[src/sv/hrd_pkg.sv]
// Shared types, codes and constants of the H.263+ RTP depacketiser.
`timescale 1ns / 1ps

package hrd_pkg;

  localparam int unsigned PADDING = 16;
  localparam int unsigned MAX_RESULTS = 3;

  localparam logic [20:0] MAX_FRAME_RESET = 21'd1048576;
  localparam logic [10:0] IDLE_INDEX = 11'd2047;
  localparam logic [10:0] LAST_COUNT = 11'd2046;

  typedef enum logic {
    OP_BYTE  = 1'b0,
    OP_BEGIN = 1'b1
  } op_t;

  typedef enum logic [1:0] {
    KIND_FRAME  = 2'd0,
    KIND_HEADER = 2'd1,
    KIND_STATUS = 2'd2
  } kind_t;

  typedef enum logic [1:0] {
    ST_OK       = 2'd0,
    ST_SHORT    = 2'd1,
    ST_HEADER   = 2'd2,
    ST_OVERFLOW = 2'd3
  } status_t;

  typedef struct packed {
    kind_t       kind;
    logic [19:0] offset;
    logic [7:0]  out_byte;
  } result_t;

  typedef struct packed {
    result_t [MAX_RESULTS-1:0] res;
    logic [1:0]                last_sel;
    status_t                   status;
    logic [20:0]               frame_length;
    logic [6:0]                header_length;
    logic [2:0]                header_end_bits;
  } bundle_t;

endpackage

[src/sv/hrd_if.sv]
// Request channel interfaces for payload bytes and results.
`timescale 1ns / 1ps

interface hrd_in_if;
  logic        valid;
  logic        ready;
  logic        op;
  logic [7:0]  data_byte;
  logic        first_byte;
  logic        last_byte;
  logic [10:0] packet_length;

  modport source (
    output valid, op, data_byte, first_byte, last_byte, packet_length,
    input  ready
  );
  modport sink (
    input  valid, op, data_byte, first_byte, last_byte, packet_length,
    output ready
  );
endinterface

interface hrd_out_if;
  logic        valid;
  logic        ready;
  logic [1:0]  kind;
  logic [19:0] offset;
  logic [7:0]  out_byte;
  logic [1:0]  status;
  logic [20:0] frame_length;
  logic [6:0]  header_length;
  logic [2:0]  header_end_bits;
  logic        run_last;

  modport source (
    output valid, kind, offset, out_byte, status, frame_length, header_length,
           header_end_bits, run_last,
    input  ready
  );
  modport sink (
    input  valid, kind, offset, out_byte, status, frame_length, header_length,
           header_end_bits, run_last,
    output ready
  );
endinterface

[src/sv/hrd_core.sv]
// Input register, packet state and per-byte decode into a bundle of results.
`timescale 1ns / 1ps

module hrd_core (
  input  logic             clk,
  input  logic             rst,
  hrd_in_if.sink           item,
  input  logic             cfg_we,
  input  logic [20:0]      cfg_wdata,
  output hrd_pkg::bundle_t bundle,
  output logic             bundle_valid,
  input  logic             bundle_ready
);

  localparam logic [20:0] PAD = 21'(hrd_pkg::PADDING);

  logic              irv;
  logic              ir_op;
  logic [7:0]        ir_byte;
  logic              ir_first;
  logic              ir_last;
  logic [10:0]       ir_len;

  logic [20:0]       limit;
  logic [20:0]       frame_position, frame_position_next;
  logic [10:0]       byte_index, byte_index_next;
  logic              flag_p, flag_p_next;
  logic              flag_v, flag_v_next;
  logic [5:0]        extra_header_length, extra_header_length_next;
  logic [2:0]        saved_end_bits, saved_end_bits_next;
  hrd_pkg::status_t  packet_verdict, packet_verdict_next;
  logic [6:0]        stored_header_length, stored_header_length_next;

  logic              advance;
  logic [1:0]        n_results;
  hrd_pkg::result_t [hrd_pkg::MAX_RESULTS-1:0] res;

  assign advance    = irv && bundle_ready;
  assign item.ready = !irv || advance;

  always_ff @(posedge clk) begin
    if (rst) begin
      irv <= 1'b0;
    end else if (item.valid && item.ready) begin
      irv <= 1'b1;
    end else if (advance) begin
      irv <= 1'b0;
    end
  end

  always_ff @(posedge clk) begin
    if (item.valid && item.ready) begin
      ir_op    <= item.op;
      ir_byte  <= item.data_byte;
      ir_first <= item.first_byte;
      ir_last  <= item.last_byte;
      ir_len   <= item.packet_length;
    end
  end

  always_ff @(posedge clk) begin
    if (rst) begin
      limit <= hrd_pkg::MAX_FRAME_RESET - PAD;
    end else if (cfg_we) begin
      limit <= (cfg_wdata > PAD) ? cfg_wdata - PAD : 21'd0;
    end
  end

  always_comb begin
    logic [10:0]       idx;
    logic              zeros;
    logic [5:0]        plen;
    logic [10:0]       hdr;
    logic [10:0]       rem;
    logic [22:0]       need;
    logic [10:0]       hoff;
    hrd_pkg::status_t  verdict;

    frame_position_next       = frame_position;
    byte_index_next           = byte_index;
    flag_p_next               = flag_p;
    flag_v_next               = flag_v;
    extra_header_length_next  = extra_header_length;
    saved_end_bits_next       = saved_end_bits;
    packet_verdict_next       = packet_verdict;
    stored_header_length_next = stored_header_length;
    n_results                 = 2'd0;
    res                       = '0;
    idx                       = byte_index;
    zeros                     = 1'b0;
    plen                      = 6'd0;
    hdr                       = flag_v ? 11'd3 : 11'd2;
    rem                       = 11'd0;
    need                      = 23'd0;
    hoff                      = 11'd0;
    verdict                   = packet_verdict;

    if (ir_op == hrd_pkg::OP_BEGIN) begin
      frame_position_next       = 21'd0;
      stored_header_length_next = 7'd0;
    end else if (ir_first || byte_index != hrd_pkg::IDLE_INDEX) begin
      if (ir_first) begin
        idx     = 11'd0;
        verdict = hrd_pkg::ST_OK;
      end
      if (idx == 11'd0) begin
        flag_p_next              = ir_byte[2];
        flag_v_next              = ir_byte[1];
        extra_header_length_next = {ir_byte[0], 5'd0};
        if (ir_len < 11'd3) begin
          verdict = hrd_pkg::ST_SHORT;
        end else if (ir_last) begin
          verdict = hrd_pkg::ST_HEADER;
        end
      end else if (idx == 11'd1) begin
        if (verdict == hrd_pkg::ST_OK) begin
          plen = {extra_header_length[5], ir_byte[7:3]};
          extra_header_length_next = plen;
          if (ir_len < 11'd3) begin
            verdict = hrd_pkg::ST_SHORT;
          end else if (plen != 6'd0 && ir_len < 11'(plen) + hdr) begin
            verdict = hrd_pkg::ST_HEADER;
          end else begin
            rem = ir_len - 11'(plen) - hdr;
            if (plen != 6'd0) begin
              stored_header_length_next = 7'(plen) + 7'd2;
              saved_end_bits_next       = ir_byte[2:0];
            end
            need = 23'(frame_position) + (flag_p ? 23'd2 : 23'd0) + 23'(rem);
            if (need > 23'(limit)) begin
              verdict = hrd_pkg::ST_OVERFLOW;
            end else if (flag_p) begin
              zeros = 1'b1;
            end
          end
        end
        if (zeros) begin
          res[0].kind         = hrd_pkg::KIND_FRAME;
          res[0].offset       = frame_position[19:0];
          res[1].kind         = hrd_pkg::KIND_FRAME;
          res[1].offset       = frame_position[19:0] + 20'd1;
          n_results           = 2'd2;
          frame_position_next = frame_position + 21'd2;
        end
      end else if (verdict == hrd_pkg::ST_OK && idx < ir_len) begin
        if (flag_v && idx == 11'd2) begin
          n_results = 2'd0;
        end else if (idx < hdr + 11'(extra_header_length)) begin
          hoff            = idx - hdr + 11'd2;
          res[0].kind     = hrd_pkg::KIND_HEADER;
          res[0].offset   = 20'(hoff);
          res[0].out_byte = ir_byte;
          n_results       = 2'd1;
        end else begin
          res[0].kind         = hrd_pkg::KIND_FRAME;
          res[0].offset       = frame_position[19:0];
          res[0].out_byte     = ir_byte;
          n_results           = 2'd1;
          frame_position_next = frame_position + 21'd1;
        end
      end

      if (ir_last) begin
        res[n_results].kind = hrd_pkg::KIND_STATUS;
        n_results           = n_results + 2'd1;
        byte_index_next     = hrd_pkg::IDLE_INDEX;
      end else if (idx < hrd_pkg::LAST_COUNT) begin
        byte_index_next = idx + 11'd1;
      end else begin
        byte_index_next = idx;
      end
      packet_verdict_next = verdict;
    end
  end

  always_ff @(posedge clk) begin
    if (rst) begin
      frame_position       <= 21'd0;
      byte_index           <= 11'd0;
      flag_p               <= 1'b0;
      flag_v               <= 1'b0;
      extra_header_length  <= 6'd0;
      saved_end_bits       <= 3'd0;
      packet_verdict       <= hrd_pkg::ST_OK;
      stored_header_length <= 7'd0;
    end else if (advance) begin
      frame_position       <= frame_position_next;
      byte_index           <= byte_index_next;
      flag_p               <= flag_p_next;
      flag_v               <= flag_v_next;
      extra_header_length  <= extra_header_length_next;
      saved_end_bits       <= saved_end_bits_next;
      packet_verdict       <= packet_verdict_next;
      stored_header_length <= stored_header_length_next;
    end
  end

  assign bundle_valid           = advance && (n_results != 2'd0);
  assign bundle.res             = res;
  assign bundle.last_sel        = n_results - 2'd1;
  assign bundle.status          = packet_verdict_next;
  assign bundle.frame_length    = frame_position_next;
  assign bundle.header_length   = stored_header_length_next;
  assign bundle.header_end_bits = saved_end_bits_next;

endmodule

[src/sv/hrd_serializer.sv]
// Result register that delivers a bundle of results one request at a time.
`timescale 1ns / 1ps

module hrd_serializer (
  input  logic             clk,
  input  logic             rst,
  input  hrd_pkg::bundle_t bundle,
  input  logic             bundle_valid,
  output logic             bundle_ready,
  hrd_out_if.source        result
);

  hrd_pkg::bundle_t held;
  logic             held_valid;
  logic [1:0]       sel;
  logic             at_last;
  hrd_pkg::result_t cur;

  assign at_last      = (sel == held.last_sel);
  assign bundle_ready = !held_valid || (result.ready && at_last);

  always_ff @(posedge clk) begin
    if (rst) begin
      held_valid <= 1'b0;
      sel        <= 2'd0;
    end else if (bundle_valid && bundle_ready) begin
      held_valid <= 1'b1;
      sel        <= 2'd0;
    end else if (held_valid && result.ready) begin
      if (at_last) begin
        held_valid <= 1'b0;
      end else begin
        sel <= sel + 2'd1;
      end
    end
  end

  always_ff @(posedge clk) begin
    if (bundle_valid && bundle_ready) begin
      held <= bundle;
    end
  end

  assign cur                    = held.res[sel];
  assign result.valid           = held_valid;
  assign result.kind            = cur.kind;
  assign result.offset          = cur.offset;
  assign result.out_byte        = cur.out_byte;
  assign result.status          = held.status;
  assign result.frame_length    = held.frame_length;
  assign result.header_length   = held.header_length;
  assign result.header_end_bits = held.header_end_bits;
  assign result.run_last        = at_last;

endmodule

[src/sv/h263_rtp_depacketizer.sv]
// Top level of the H.263+ RTP payload depacketiser.
`timescale 1ns / 1ps

// A new payload byte or begin-frame request is taken in every cycle while the
// result side keeps up. Each byte is decoded combinationally from its input
// register, and the up to three results it causes are delivered one per cycle
// while the result side is ready, from a result register, so the first result
// of a request can be taken once it has passed both registers. An item gives
// a run of results: none for a begin-frame request or a byte that emits nothing,
// one for an ordinary byte, one more for the status on a packet's last byte, and
// up to three on the second byte of a packet that inserts a start code. The
// frame limit is the written capacity less 16 bytes of padding, floored at zero.

module h263_rtp_depacketizer (
  input  logic        clk,
  input  logic        rst,
  hrd_in_if.sink      item,
  hrd_out_if.source   result,
  input  logic        cfg_we,
  input  logic [20:0] cfg_wdata
);

  hrd_pkg::bundle_t bundle;
  logic             bundle_valid;
  logic             bundle_ready;

  hrd_core u_core (
    .clk          (clk),
    .rst          (rst),
    .item         (item),
    .cfg_we       (cfg_we),
    .cfg_wdata    (cfg_wdata),
    .bundle       (bundle),
    .bundle_valid (bundle_valid),
    .bundle_ready (bundle_ready)
  );

  hrd_serializer u_ser (
    .clk          (clk),
    .rst          (rst),
    .bundle       (bundle),
    .bundle_valid (bundle_valid),
    .bundle_ready (bundle_ready),
    .result       (result)
  );

endmodule

[src/flat_wrapper.sv]
// flat-port wrapper written by rule: the top's interface ports become plain ports
module h263_rtp_depacketizer_flat 
  (clk, rst, cfg_we, cfg_wdata, item_valid, item_op, item_data_byte, item_first_byte, item_last_byte, item_packet_length, item_ready, result_valid, result_kind, result_offset, result_out_byte, result_status, result_frame_length, result_header_length, result_header_end_bits, result_run_last, result_ready);
  hrd_in_if item_i ();
  hrd_out_if result_i ();
  input  logic clk;
  input  logic rst;
  input  logic cfg_we;
  input  logic [20:0] cfg_wdata;
  input wire logic [$bits(item_i.valid)-1:0] item_valid;
  input wire logic [$bits(item_i.op)-1:0] item_op;
  input wire logic [$bits(item_i.data_byte)-1:0] item_data_byte;
  input wire logic [$bits(item_i.first_byte)-1:0] item_first_byte;
  input wire logic [$bits(item_i.last_byte)-1:0] item_last_byte;
  input wire logic [$bits(item_i.packet_length)-1:0] item_packet_length;
  output wire logic [$bits(item_i.ready)-1:0] item_ready;
  output wire logic [$bits(result_i.valid)-1:0] result_valid;
  output wire logic [$bits(result_i.kind)-1:0] result_kind;
  output wire logic [$bits(result_i.offset)-1:0] result_offset;
  output wire logic [$bits(result_i.out_byte)-1:0] result_out_byte;
  output wire logic [$bits(result_i.status)-1:0] result_status;
  output wire logic [$bits(result_i.frame_length)-1:0] result_frame_length;
  output wire logic [$bits(result_i.header_length)-1:0] result_header_length;
  output wire logic [$bits(result_i.header_end_bits)-1:0] result_header_end_bits;
  output wire logic [$bits(result_i.run_last)-1:0] result_run_last;
  input wire logic [$bits(result_i.ready)-1:0] result_ready;
  assign item_i.valid = item_valid;
  assign item_i.op = item_op;
  assign item_i.data_byte = item_data_byte;
  assign item_i.first_byte = item_first_byte;
  assign item_i.last_byte = item_last_byte;
  assign item_i.packet_length = item_packet_length;
  assign item_ready = item_i.ready;
  assign result_valid = result_i.valid;
  assign result_kind = result_i.kind;
  assign result_offset = result_i.offset;
  assign result_out_byte = result_i.out_byte;
  assign result_status = result_i.status;
  assign result_frame_length = result_i.frame_length;
  assign result_header_length = result_i.header_length;
  assign result_header_end_bits = result_i.header_end_bits;
  assign result_run_last = result_i.run_last;
  assign result_i.ready = result_ready;
  h263_rtp_depacketizer u_core (.clk(clk), .rst(rst), .item(item_i), .result(result_i), .cfg_we(cfg_we), .cfg_wdata(cfg_wdata));
endmodule
[config.mk]
export PLATFORM = sky130hd
export DESIGN_NAME = h263_rtp_depacketizer_flat
export DESIGN_NICKNAME = d
export VERILOG_FILES = /design/src/sv/hrd_pkg.sv /design/src/sv/hrd_if.sv /design/src/sv/hrd_core.sv /design/src/sv/hrd_serializer.sv /design/src/sv/h263_rtp_depacketizer.sv /design/src/flat_wrapper.sv
export SDC_FILE = /design/constraint.sdc
export NUM_CORES = 1
export LEC_CHECK = 0
export ABC_AREA = 1
export BUFFER_PORTS_ARGS = -buffer_cell sky130_fd_sc_hd__buf_2
export CAP_MARGIN = 20
export CORE_MARGIN = 1.5
export CORE_UTILIZATION = 25
export DETAILED_ROUTE_END_ITERATION = 8
export PLACE_DENSITY = 0.43
export REMOVE_ABC_BUFFERS = 1
export SYNTH_ARGS = -nofsm -noshare
export SYNTH_HDL_FRONTEND = slang
export SYNTH_SLANG_ARGS = --single-unit
[constraint.sdc]
create_clock -name clk -period 9.7 [get_ports clk]
set_clock_uncertainty 0.2 [all_clocks]
set_input_delay 0.97 -clock clk [delete_from_list [all_inputs] [get_ports clk]]
set_output_delay 0.97 -clock clk [all_outputs]
set_load 0.01 [all_outputs]
# Yosys cells after proc, flatten, opt, wreduce, memory -nomap -nowiden
# Cells that the tools add are included.
# word_totals
reg_bits,224
out_inout_bits,66
elab_cells,191
# classes
addsub,17
magnitude_cmp,10
eq_ne,4
mux,92
bitwise_logic,4
n_reduce_logical,32
# op_table
op,count
$mux 30,7
$mux 21,9
$bwmux 90,1
$mux 20,4
$mux 22,3
$bmux 30 s2,1
$demux 30 s2,1
$mux 60,1
$mux 7,8
$mux 11,5
$mux 2,22
$mux 29,1
$mux 3,8
$add 22x11->23,1
$gt 23x21->1,1
$add 21x2->22,1
$lt 11x7->1,2
$sub 11x2->11,2
$add 21x1->21 const B,1
$add 21x2->21 const B,1
$gt 21x5->1 const B,1
$sub 21x5->21 const B,1
$add 20x1->20 const B,1
$mux 1,17
34 further kinds,59

# Longest topological paths before layout
# Gate-level depths: netlist of the first run.
# depth
word_depth,26
mapped_depth,44

# By module
# From an unflattened synthesis of the first run, not the netlist that was laid out.
# unflattened
cells_unflattened,1882
area_unflattened_um2,15162.0
# by_module_without_submodules
module,n_inst,cells_each,area_each_um2,seq_area_each_um2
hrd_core,1,1554,10287.4,2142.1
hrd_serializer,1,328,4874.7,3813.7

# Worst setup path after synthesis of the first run
# No wires, ideal clock.
# synth_path
path_kind,register to register
from,register u_core.u_core.ir_byte[3]
to,"register u_core.u_ser.held[124] in the netlist's numbering, enable pin"
setup_time_ps,534
t_arrival_ps,9097
slack_ps,-131
path_stages_with_launch,35
n_path_buf,0
period_less_slack_ps,9831
cell_sequence,edfxtp_1 > inv_1 > fa_1 > fa_1 > nand3_1 > nand2_1 > a21oi_1 > o21ai_0 > a211o_1 > nor3_1 > xor2_1 > ha_1 > ha_1 > a21oi_1 > o21ai_0 > a31oi_1 > nor2_1 > nand2_1 > xor2_1 > inv_1 > ha_1 > nand3_1 > nor2_1 > nand2_1 > nor2_1 > nand2_1 > nand2_1 > nand3_1 > nor2_2 > inv_1 > ha_1 > o22ai_1 > inv_1 > ha_1 > nor2_1
# synth_between
elab_chain_cells,24
# synth_lines
item,line_no,source
"start, declared",hrd_core.sv:19,logic [7:0] ir_byte;
"start signal, assigned",hrd_core.sv:54,ir_byte <= item.data_byte;
$sub 11x6->11,hrd_core.sv:124,rem = ir_len - 11'(plen) - hdr;
$sub 11x2->11,hrd_core.sv:124,
$add 22x11->23,hrd_core.sv:129,need = 23'(frame_position) + (flag_p ? 23'd2 : 23'd0) + 23'(rem);
$gt 23x21->1,hrd_core.sv:130,if (need > 23'(limit)) begin
$mux 1,hrd_core.sv:130,
$mux 1 (*),hrd_core.sv:121,end else if (plen != 6'd0 && ir_len < 11'(plen) + hdr) begin
$mux 1 (*),hrd_core.sv:119,if (ir_len < 11'd3) begin
$mux 1 (*),hrd_core.sv:116,if (verdict == hrd_pkg::ST_OK) begin
(+8 left out),-,
$mux 2 (*),hrd_core.sv:98,if (ir_op == hrd_pkg::OP_BEGIN) begin
$add 2x1->2,hrd_core.sv:165,n_results = n_results + 2'd1;
$mux 2 (*),hrd_core.sv:163,if (ir_last) begin
$mux 2 (*),hrd_core.sv:101,end else if (ir_first || byte_index != hrd_pkg::IDLE_INDEX) begin
$mux 2 (*),hrd_core.sv:98,
$reduce_bool 2->1 (*),hrd_core.sv:198,assign bundle_valid = advance && (n_results != 2'd0);
$logic_and 1x1->1 (*),hrd_core.sv:198,
$logic_and 1x1->1 (*),hrd_serializer.sv:39,if (bundle_valid && bundle_ready) begin
"end signal, assigned",hrd_serializer.sv:40,held <= bundle;
"end, declared",hrd_serializer.sv:13,hrd_pkg::bundle_t held;
# Every way passes the cells marked *; elsewhere a longest branch is shown, timed or not. The select of a mux whose other input is x is not followed.
# A chain may end at the register's enable or synchronous reset.

# Worst setup path after layout of the first run
# layout_path
from,register u_core.u_core.flag_v
to,"register u_core.u_ser.held, in the netlist u_core.u_ser.result.frame_length[17], enable pin"
# layout_between
elab_chain_cells,24
# layout_lines
item,line_no,source
"start, declared",hrd_core.sv:28,"logic flag_v, flag_v_next;"
"start signal, assigned",hrd_core.sv:190,flag_v <= flag_v_next;
$mux 1,hrd_core.sv:92,hdr = flag_v ? 11'd3 : 11'd2;
$sub 11x2->11,hrd_core.sv:124,
$add 22x11->23,hrd_core.sv:129,
$gt 23x21->1,hrd_core.sv:130,
$mux 1,hrd_core.sv:130,
$mux 1,hrd_core.sv:121,
$mux 1,hrd_core.sv:119,
$mux 1,hrd_core.sv:116,
(+8 left out),-,
$mux 2 (*),hrd_core.sv:98,
$add 2x1->2,hrd_core.sv:165,
$mux 2 (*),hrd_core.sv:163,
$mux 2 (*),hrd_core.sv:101,
$mux 2 (*),hrd_core.sv:98,
$reduce_bool 2->1 (*),hrd_core.sv:198,
$logic_and 1x1->1 (*),hrd_core.sv:198,
$logic_and 1x1->1 (*),hrd_serializer.sv:39,
# Marked as above.

==> results of run 1 <==
==> worst paths after layout <==
check	to	slack [ns]
hold / removal	u_core.u_core.limit[1]	0.27
hold reg to reg	u_core.u_core.limit[1]	0.27
setup / recovery	u_core.u_ser.result.frame_length[17]	2.05
setup reg to reg	u_core.u_ser.result.frame_length[17]	2.05
==> where the power goes <==
group	switching [W]	internal, W	total, W
clock	0.000334	0.000356	0.000690
combinational	0.000375	0.000194	0.000569
sequential	0.0000436	0.000888	0.000932
==> sequential cells by signal (all words and copies together) (netlist names) <==
name / cells
u_core.u_core.byte_index: 11
u_core.u_core.extra_header_length: 6
u_core.u_core.flag_p: 1
u_core.u_core.flag_v: 1
u_core.u_core.frame_position: 21
u_core.u_core.ir_byte: 8
u_core.u_core.ir_first: 1
u_core.u_core.ir_last: 1
u_core.u_core.ir_len: 11
u_core.u_core.ir_op: 1
u_core.u_core.irv: 1
u_core.u_core.limit: 21
u_core.u_core.packet_verdict: 2
u_core.u_core.saved_end_bits: 3
u_core.u_core.stored_header_length: 7
u_core.u_ser.held: 54
u_core.u_ser.result.frame_length: 21
u_core.u_ser.result.header_end_bits: 3
u_core.u_ser.result.header_length: 7
u_core.u_ser.result.status: 2
u_core.u_ser.result.valid: 1
u_core.u_ser.sel: 2
==> worst max-delay path, delay by kind of cell (launching register included) <==
kind / cells / cell delay [ns]
flip-flops: 1 / 0.48
AO/OA/AOI/OAI: 6 / 1.06
AND/OR/NAND/NOR: 19 / 2.11
adder cells (fa/ha/maj): 7 / 2.17
buffers and inverters: 6 / 0.81
XOR/XNOR: 2 / 0.33
==> per-stage QoR <==
step | total power [W] | hold slack (ns) | setup TNS (ns) | utilization (%) | worst slack, ns
4_1_cts | 0.00222 | 0.272 | 0 | 28.4 | 2.01
3_3_place_gp | 0.00152 | 0.259 | 0 | 27.3 | 2.19
2_1_floorplan | 0.00132 | 0.238 | -79.16 | - | -0.901
6_report | 0.00219 | 0.269 | 0 | 28.5 | 2.05
3_5_place_dp | 0.00152 | 0.261 | 0 | 27.3 | 2.07
5_1_grt | 0.00233 | 0.299 | 0 | 28.5 | 1.23
==> kinds of logic after synthesis <==
family | Yosys count | synth area share, %
buffers and inverters | 379 | 11.9
AND/OR/NAND/NOR | 760 | 24.3
adder cells (fa/ha/maj) | 128 | 12.3
XOR/XNOR | 79 | 5.18
AO/OA/AOI/OAI | 249 | 10.3
flip-flops | 186 | 36.1
==> cell type report <==
type,instances,area [um^2]
multi-input combinational,1216,6970
timing repair buffer,128,731
clock buffer,22,477
fill,5710,37700
inverter,279,1050
clock inverter,10,81.3
sequential,186,4810
tap,688,861
==> layer usage <==
metal | GRT usage (%) | routed length, um | vias to the layer above
met3 | 2.30 | 1250 | 33
met2 | 24.9 | 19000 | 182
li1 | - | - | 5868
met4 | 4.31 | 595 | 0
met1 | 20.2 | 19700 | 5364
met5 | 0 | 0 | -
==> layout by cell type (no fill, tap or decap), types with 5 or more instances in the layout <==
cell type,instances
nor3_1,31
inv_2,8
nor2_1,197
o211ai_1,9
dfxtp_1,77
nand4_1,35
a221oi_1,5
xor2_1,70
a31oi_1,7
o21ai_1,5
buf_4,12
inv_1,268
or2_2,8
buf_2,113
fa_1,5
o21ai_0,96
o21bai_1,5
a21oi_1,97
nand2_1,358
nand3_1,104
clkbuf_16,18
o32ai_1,5
a22oi_1,6
ha_1,123
edfxtp_1,109
xnor2_1,9
nor4_1,11
==> impl_metrics.env, run 1 <==
export IMPL_p_leak_nw=6.91
export IMPL_hold_viol=0
export IMPL_yosys_register_bits=186
export IMPL_num_rows=84
export IMPL_ys_seq_area_share_pct=36.1
export IMPL_ys_flop_type="edfxtp_1"
export IMPL_die_area_um2=54800
export IMPL_startpoint="u_core.u_core.flag_v"
export IMPL_gp_congestion=0.871
export IMPL_grt_pass1_wl_um=63000
export IMPL_yosysWarnings=0
export IMPL_synth_top_area_share_pct=24.5
export IMPL_grt_pass1_vias=11000
export IMPL_antenna_found_initial=0
export IMPL_clock_latency_ns=0.47
export IMPL_cp_max_fo=88
export IMPL_clk_pin_slew_ns=0.08
export IMPL_cts_sinks=186
export IMPL_drt_first_pass_iters=6
export IMPL_min_delay_path_depth=2
export IMPL_dpl_cell_area_um2=14400
export IMPL_synth_cell_types=50
export IMPL_synth_cells=1781
export IMPL_drive_above_1_share_pct=10.3
export IMPL_async_flop_share_pct=0
export IMPL_cts_tree="built"
export IMPL_p_per_area_nw_per_um2=146
export IMPL_crit_path_start_kind="register"
export IMPL_cp_common_cell="nand2_1"
export IMPL_dieWidth_um=234
export IMPL_maxSlewHeadroom_pct=39.3
export IMPL_dp_cells=2496
export IMPL_grt_usage_pct=15.1
export IMPL_start_util_pct=25.4
export IMPL_cts_setup_buffers=0
export IMPL_worst_slew_pin_slew_ns=0.907
export IMPL_synth_area_um2=13400
export IMPL_drcViolationCount=0
export IMPL_synthTopCellsByArea="edfxtp_1 25%, dfxtp_1 12%, ha_1 12%"
export IMPL_hold_class="register to register"
export IMPL_final_max_slew_viol_count=0
export IMPL_areaGrowthSynthToFinish_pct=12.2
export IMPL_synth_edff_count=109
export IMPL_slowest_delay_ns=0.48
export IMPL_grt_max_degree=89
export IMPL_irDropWorstVdd_v=0.000115
export IMPL_setup_viol=0
export IMPL_arrival_ns=7.56
export IMPL_antenna_cells=0
export IMPL_postCtsHoldBufs=0
export IMPL_critPathSlowestCell="dfxtp_1"
export IMPL_fin_crit_ns=7.65
export IMPL_avgViaCountPerCell=4.53
export IMPL_numCtsBuffers=17
export IMPL_final_nets=2004
export IMPL_drt_iter0_markers=616
export IMPL_routed_via_count=11400
export IMPL_overflow=0
export IMPL_max_cap_violations=0
export IMPL_cts_resized=0
export IMPL_core_area_um2=52700
export IMPL_hold_start="u_core.u_core.limit[1]"
export IMPL_synth_most_common_cell="nand2_1"
export IMPL_fmax_ghz=0.131
export IMPL_io_pins=114
export IMPL_root_buffer="clkbuf_16"
export IMPL_r2r_start="u_core.u_core.flag_v"
export IMPL_wirelength_um=40500
export IMPL_stdcell_count=2529
export IMPL_end_kind="register"
export IMPL_synth_avg_cell_area_um2=7.50
export IMPL_wl_per_cell_um=16.0
export IMPL_rr_worst_depth=40
export IMPL_path_class="register to register"
export IMPL_rsz0062_at_grt="false"
export IMPL_cts_htree_levels=4
export IMPL_stdcell_area_um2=15000
export IMPL_dp_hpwl_um=30800
export IMPL_fp_dieH_um=234
export IMPL_synth_top_area_cell="edfxtp_1"
export IMPL_required_ns=9.61
export IMPL_fin_crit_sh_pct=78.9
export IMPL_yosys_top_cells_count="358 x nand2_1, 269 x inv_1, 199 x nor2_1"
export IMPL_io_buffers=113
export IMPL_cts_buffer_depth=2
export IMPL_postRouteAntennaNets=0
export IMPL_status="complete, no violations"
No activity file was read; power rests on OpenSTA's default activity.
==> run 2: changes to the inputs <==
--- a/config.mk
+++ b/config.mk
@@ -5,7 +5,7 @@
 export SDC_FILE = /design/constraint.sdc
 export NUM_CORES = 1
 export LEC_CHECK = 0
-export ABC_AREA = 1
+export ABC_AREA = 0
 export BUFFER_PORTS_ARGS = -buffer_cell sky130_fd_sc_hd__buf_2
 export CAP_MARGIN = 20
 export CORE_MARGIN = 1.5
==> constraint.sdc (replaced) <==
create_clock -name clk -period 6.34 [get_ports clk]
set_clock_uncertainty 0.2 [all_clocks]
set_input_delay 0.634 -clock clk [delete_from_list [all_inputs] [get_ports clk]]
set_output_delay 0.634 -clock clk [all_outputs]
set_load 0.01 [all_outputs]
==> impl_metrics.env, run 2 <==
export IMPL_pwr_share_clk_pct=35.4
export IMPL_internal_power_w=0.00225
export IMPL_ys_seq_area_share_pct=37.5
export IMPL_dp_hpwl_um=31600
export IMPL_switching_share_pct=29.9
export IMPL_clk_pin_slew_ns=0.07
export IMPL_antenna_cells=0
export IMPL_yosysWarnings=0
export IMPL_fillers=5294
export IMPL_setup_viol=176
export IMPL_final_max_slew_viol_count=0
export IMPL_path_class="register to register"
export IMPL_areaGrowthSynthToFinish_pct=29.3
export IMPL_gp_congestion=0.854
export IMPL_seq_power_share_pct=42.4
export IMPL_drt_iter0_markers=664
export IMPL_stdcell_area_um2=16600
export IMPL_async_flop_share_pct=0
export IMPL_required_ns=6.33
export IMPL_wirelength_um=42700
export IMPL_yosys_register_bits=186
export IMPL_clock_latency_ns=0.47
export IMPL_violations="setup timing"
export IMPL_end_kind="register"
export IMPL_routed_via_count=11000
export IMPL_overflow=0
export IMPL_grt_max_degree=59
export IMPL_synth_cell_types=83
export IMPL_fin_crit_sh_pct=115
export IMPL_avgViaCountPerCell=4.74
export IMPL_synth_edff_count=109
export IMPL_cts_sinks=186
export IMPL_final_nets=1811
export IMPL_cp_common_cell="ha_4"
export IMPL_top_register="u_core.u_ser.held"
export IMPL_postCtsHoldBufs=0
export IMPL_stdcell_count=2320
export IMPL_rsz0062_at_grt="true"
export IMPL_synth_top_area_share_pct=25.5
export IMPL_dp_cells=2246
export IMPL_io_buffers=113
export IMPL_numCtsBuffers=17
export IMPL_io_pins=114
export IMPL_finalPower_w=0.00322
export IMPL_fin_ws_ns=-0.947
export IMPL_worst_slew_pin_slew_ns=1.15
export IMPL_grt_usage_pct=16.0
export IMPL_p_leak_nw=6.68
export IMPL_p_per_area_nw_per_um2=194
export IMPL_grt_pass1_wl_um=64600
export IMPL_switchingPower_w=0.000963
export IMPL_cts_tree="built"
export IMPL_num_rows=82
export IMPL_synth_most_common_cell="nor2_1"
export IMPL_slowest_delay_ns=0.58
export IMPL_status="finished, violations left"
export IMPL_critPathSlowestCell="fa_2"
export IMPL_grt_pass1_vias=10900
export IMPL_start_util_pct=25.5
export IMPL_cts_htree_levels=4
export IMPL_irDropWorstVdd_v=0.000149
export IMPL_drive_above_1_share_pct=27.2
export IMPL_dpl_cell_area_um2=14800
export IMPL_dieWidth_um=230
export IMPL_synth_cells=1433
export IMPL_fp_dieH_um=230
export IMPL_fin_crit_ns=7.29
export IMPL_r2r_start="u_core.u_core.ir_len[0]"
export IMPL_wl_per_cell_um=18.4
export IMPL_final_cell_mix="136 x nor2_1, 134 x buf_4, 124 x nand2_1"
export IMPL_hold_start="item_packet_length[9]"
export IMPL_cts_buffer_depth=2
export IMPL_synthTopCellsByArea="edfxtp_1 25%, dfxtp_1 12%, ha_1 12%"
export IMPL_layout_commonest_cell="nor2_1"
export IMPL_max_cap_violations=0
export IMPL_core_area_um2=50500
export IMPL_startpoint="u_core.u_core.ir_len[0]"
export IMPL_die_area_um2=52800
export IMPL_fin_tns_setup_ns=-117.67
export IMPL_largest_reg_flops=54
export IMPL_drt_first_pass_iters=5
export IMPL_ys_flop_type="edfxtp_1"
export IMPL_synth_top_area_cell="edfxtp_1"
export IMPL_maxSlewHeadroom_pct=23.3
export IMPL_synth_avg_cell_area_um2=8.97
export IMPL_drcViolationCount=0
export IMPL_arrival_ns=7.28
export IMPL_fmax_ghz=0.137
export IMPL_root_buffer="clkbuf_16"
export IMPL_combPwrFrac_pct=22.2
export IMPL_synth_area_um2=12800
export IMPL_yosys_top_cells_count="152 x nor2_1, 129 x nand2_1, 123 x ha_1"
export IMPL_crit_path_start_kind="register"
export IMPL_antenna_found_initial=0
export IMPL_cp_max_fo=10
export IMPL_postRouteAntennaNets=0
export IMPL_hold_viol=0
export IMPL_hold_class="input pin to register"
## run 2: cell type report
cell class,instances,area (um^2),share of cell area [%]
Clock buffer,19,433,2.61
Clock inverter,13,165,0.994
Inverter,83,314,1.89
Multi-Input combinational cell,1057,7810,47.0
Sequential cell,186,4820,29.0
Tap cell,672,841,5.06
Timing Repair Buffer,290,2230,13.4
## run 2: worst max-delay path, delay by kind of cell (launching register included)
kind	cells	cell delay, ns
AO/OA/AOI/OAI	13	2.06
XOR/XNOR	2	0.31
adder cells (fa/ha/maj)	6	1.75
buffers and inverters	8	0.93
flip-flops	1	0.42
AND/OR/NAND/NOR	11	1.31
## run 2: final timing paths
path | endpoint | slack [ns] | cells past startpoint
max | u_core.u_ser.held[63] | -0.95 | 40
min | u_core.u_core.ir_len[9] | 0.13 | 1
min reg2reg | u_core.u_core.stored_header_length[6] | 0.26 | 2
max reg2reg | u_core.u_ser.held[63] | -0.95 | 40
## run 2: repair_timing
action / 4_1_cts / 5_1_grt
pin swaps: 27 / 31
hold endpoints to repair: 0 / 0
setup buffers: 22 / 18
resized for setup: 85 / 91
cloned: 6 / 3
endpoints found under the setup margin: 179 / 179
## run 2: per-layer routing
metal	vias to the layer above	GRT usage (%)	routed length, um
met5	-	0	0
met4	0	5.37	963
met3	51	2.54	1590
met2	226	25.7	19900
met1	5296	21.8	20300
li1	5423	-	-
## run 2: power groups by stage
| stage | Combinational [W] | Sequential [W] | Clock, W |
|---|---|---|---|
| after floorplan | 0.000341 | 0.00140 | 0 |
| after global placement | 0.000628 | 0.00139 | 0 |
| after detailed placement | 0.000630 | 0.00139 | 0 |
| after CTS | 0.000690 | 0.00136 | 0.00117 |
| after global routing | 0.000786 | 0.00137 | 0.00120 |
| final | 0.000715 | 0.00136 | 0.00114 |
## run 2: cells by family after synthesis
kind of cell    Yosys count  share of synthesized area, %
simple gates            518                          19.5
fa+ha+maj               128                          12.8
compound gates          275                          13.9
mux                      40                          3.16
buf+inv                 190                          6.65
xor+xnor                 96                          6.54
flops                   186                          37.5
## run 2: stage by stage
stage | hold slack [ns] | utilization [%] | worst slack [ns]
floorplan | 0.230 | - | -4.56
global placement | 0.243 | 29.3 | -1.36
detailed placement | 0.250 | 29.3 | -1.45
CTS | 0.106 | 31.8 | -0.997
global route | 0.114 | 32.9 | -1.31
finish | 0.132 | 32.9 | -0.947
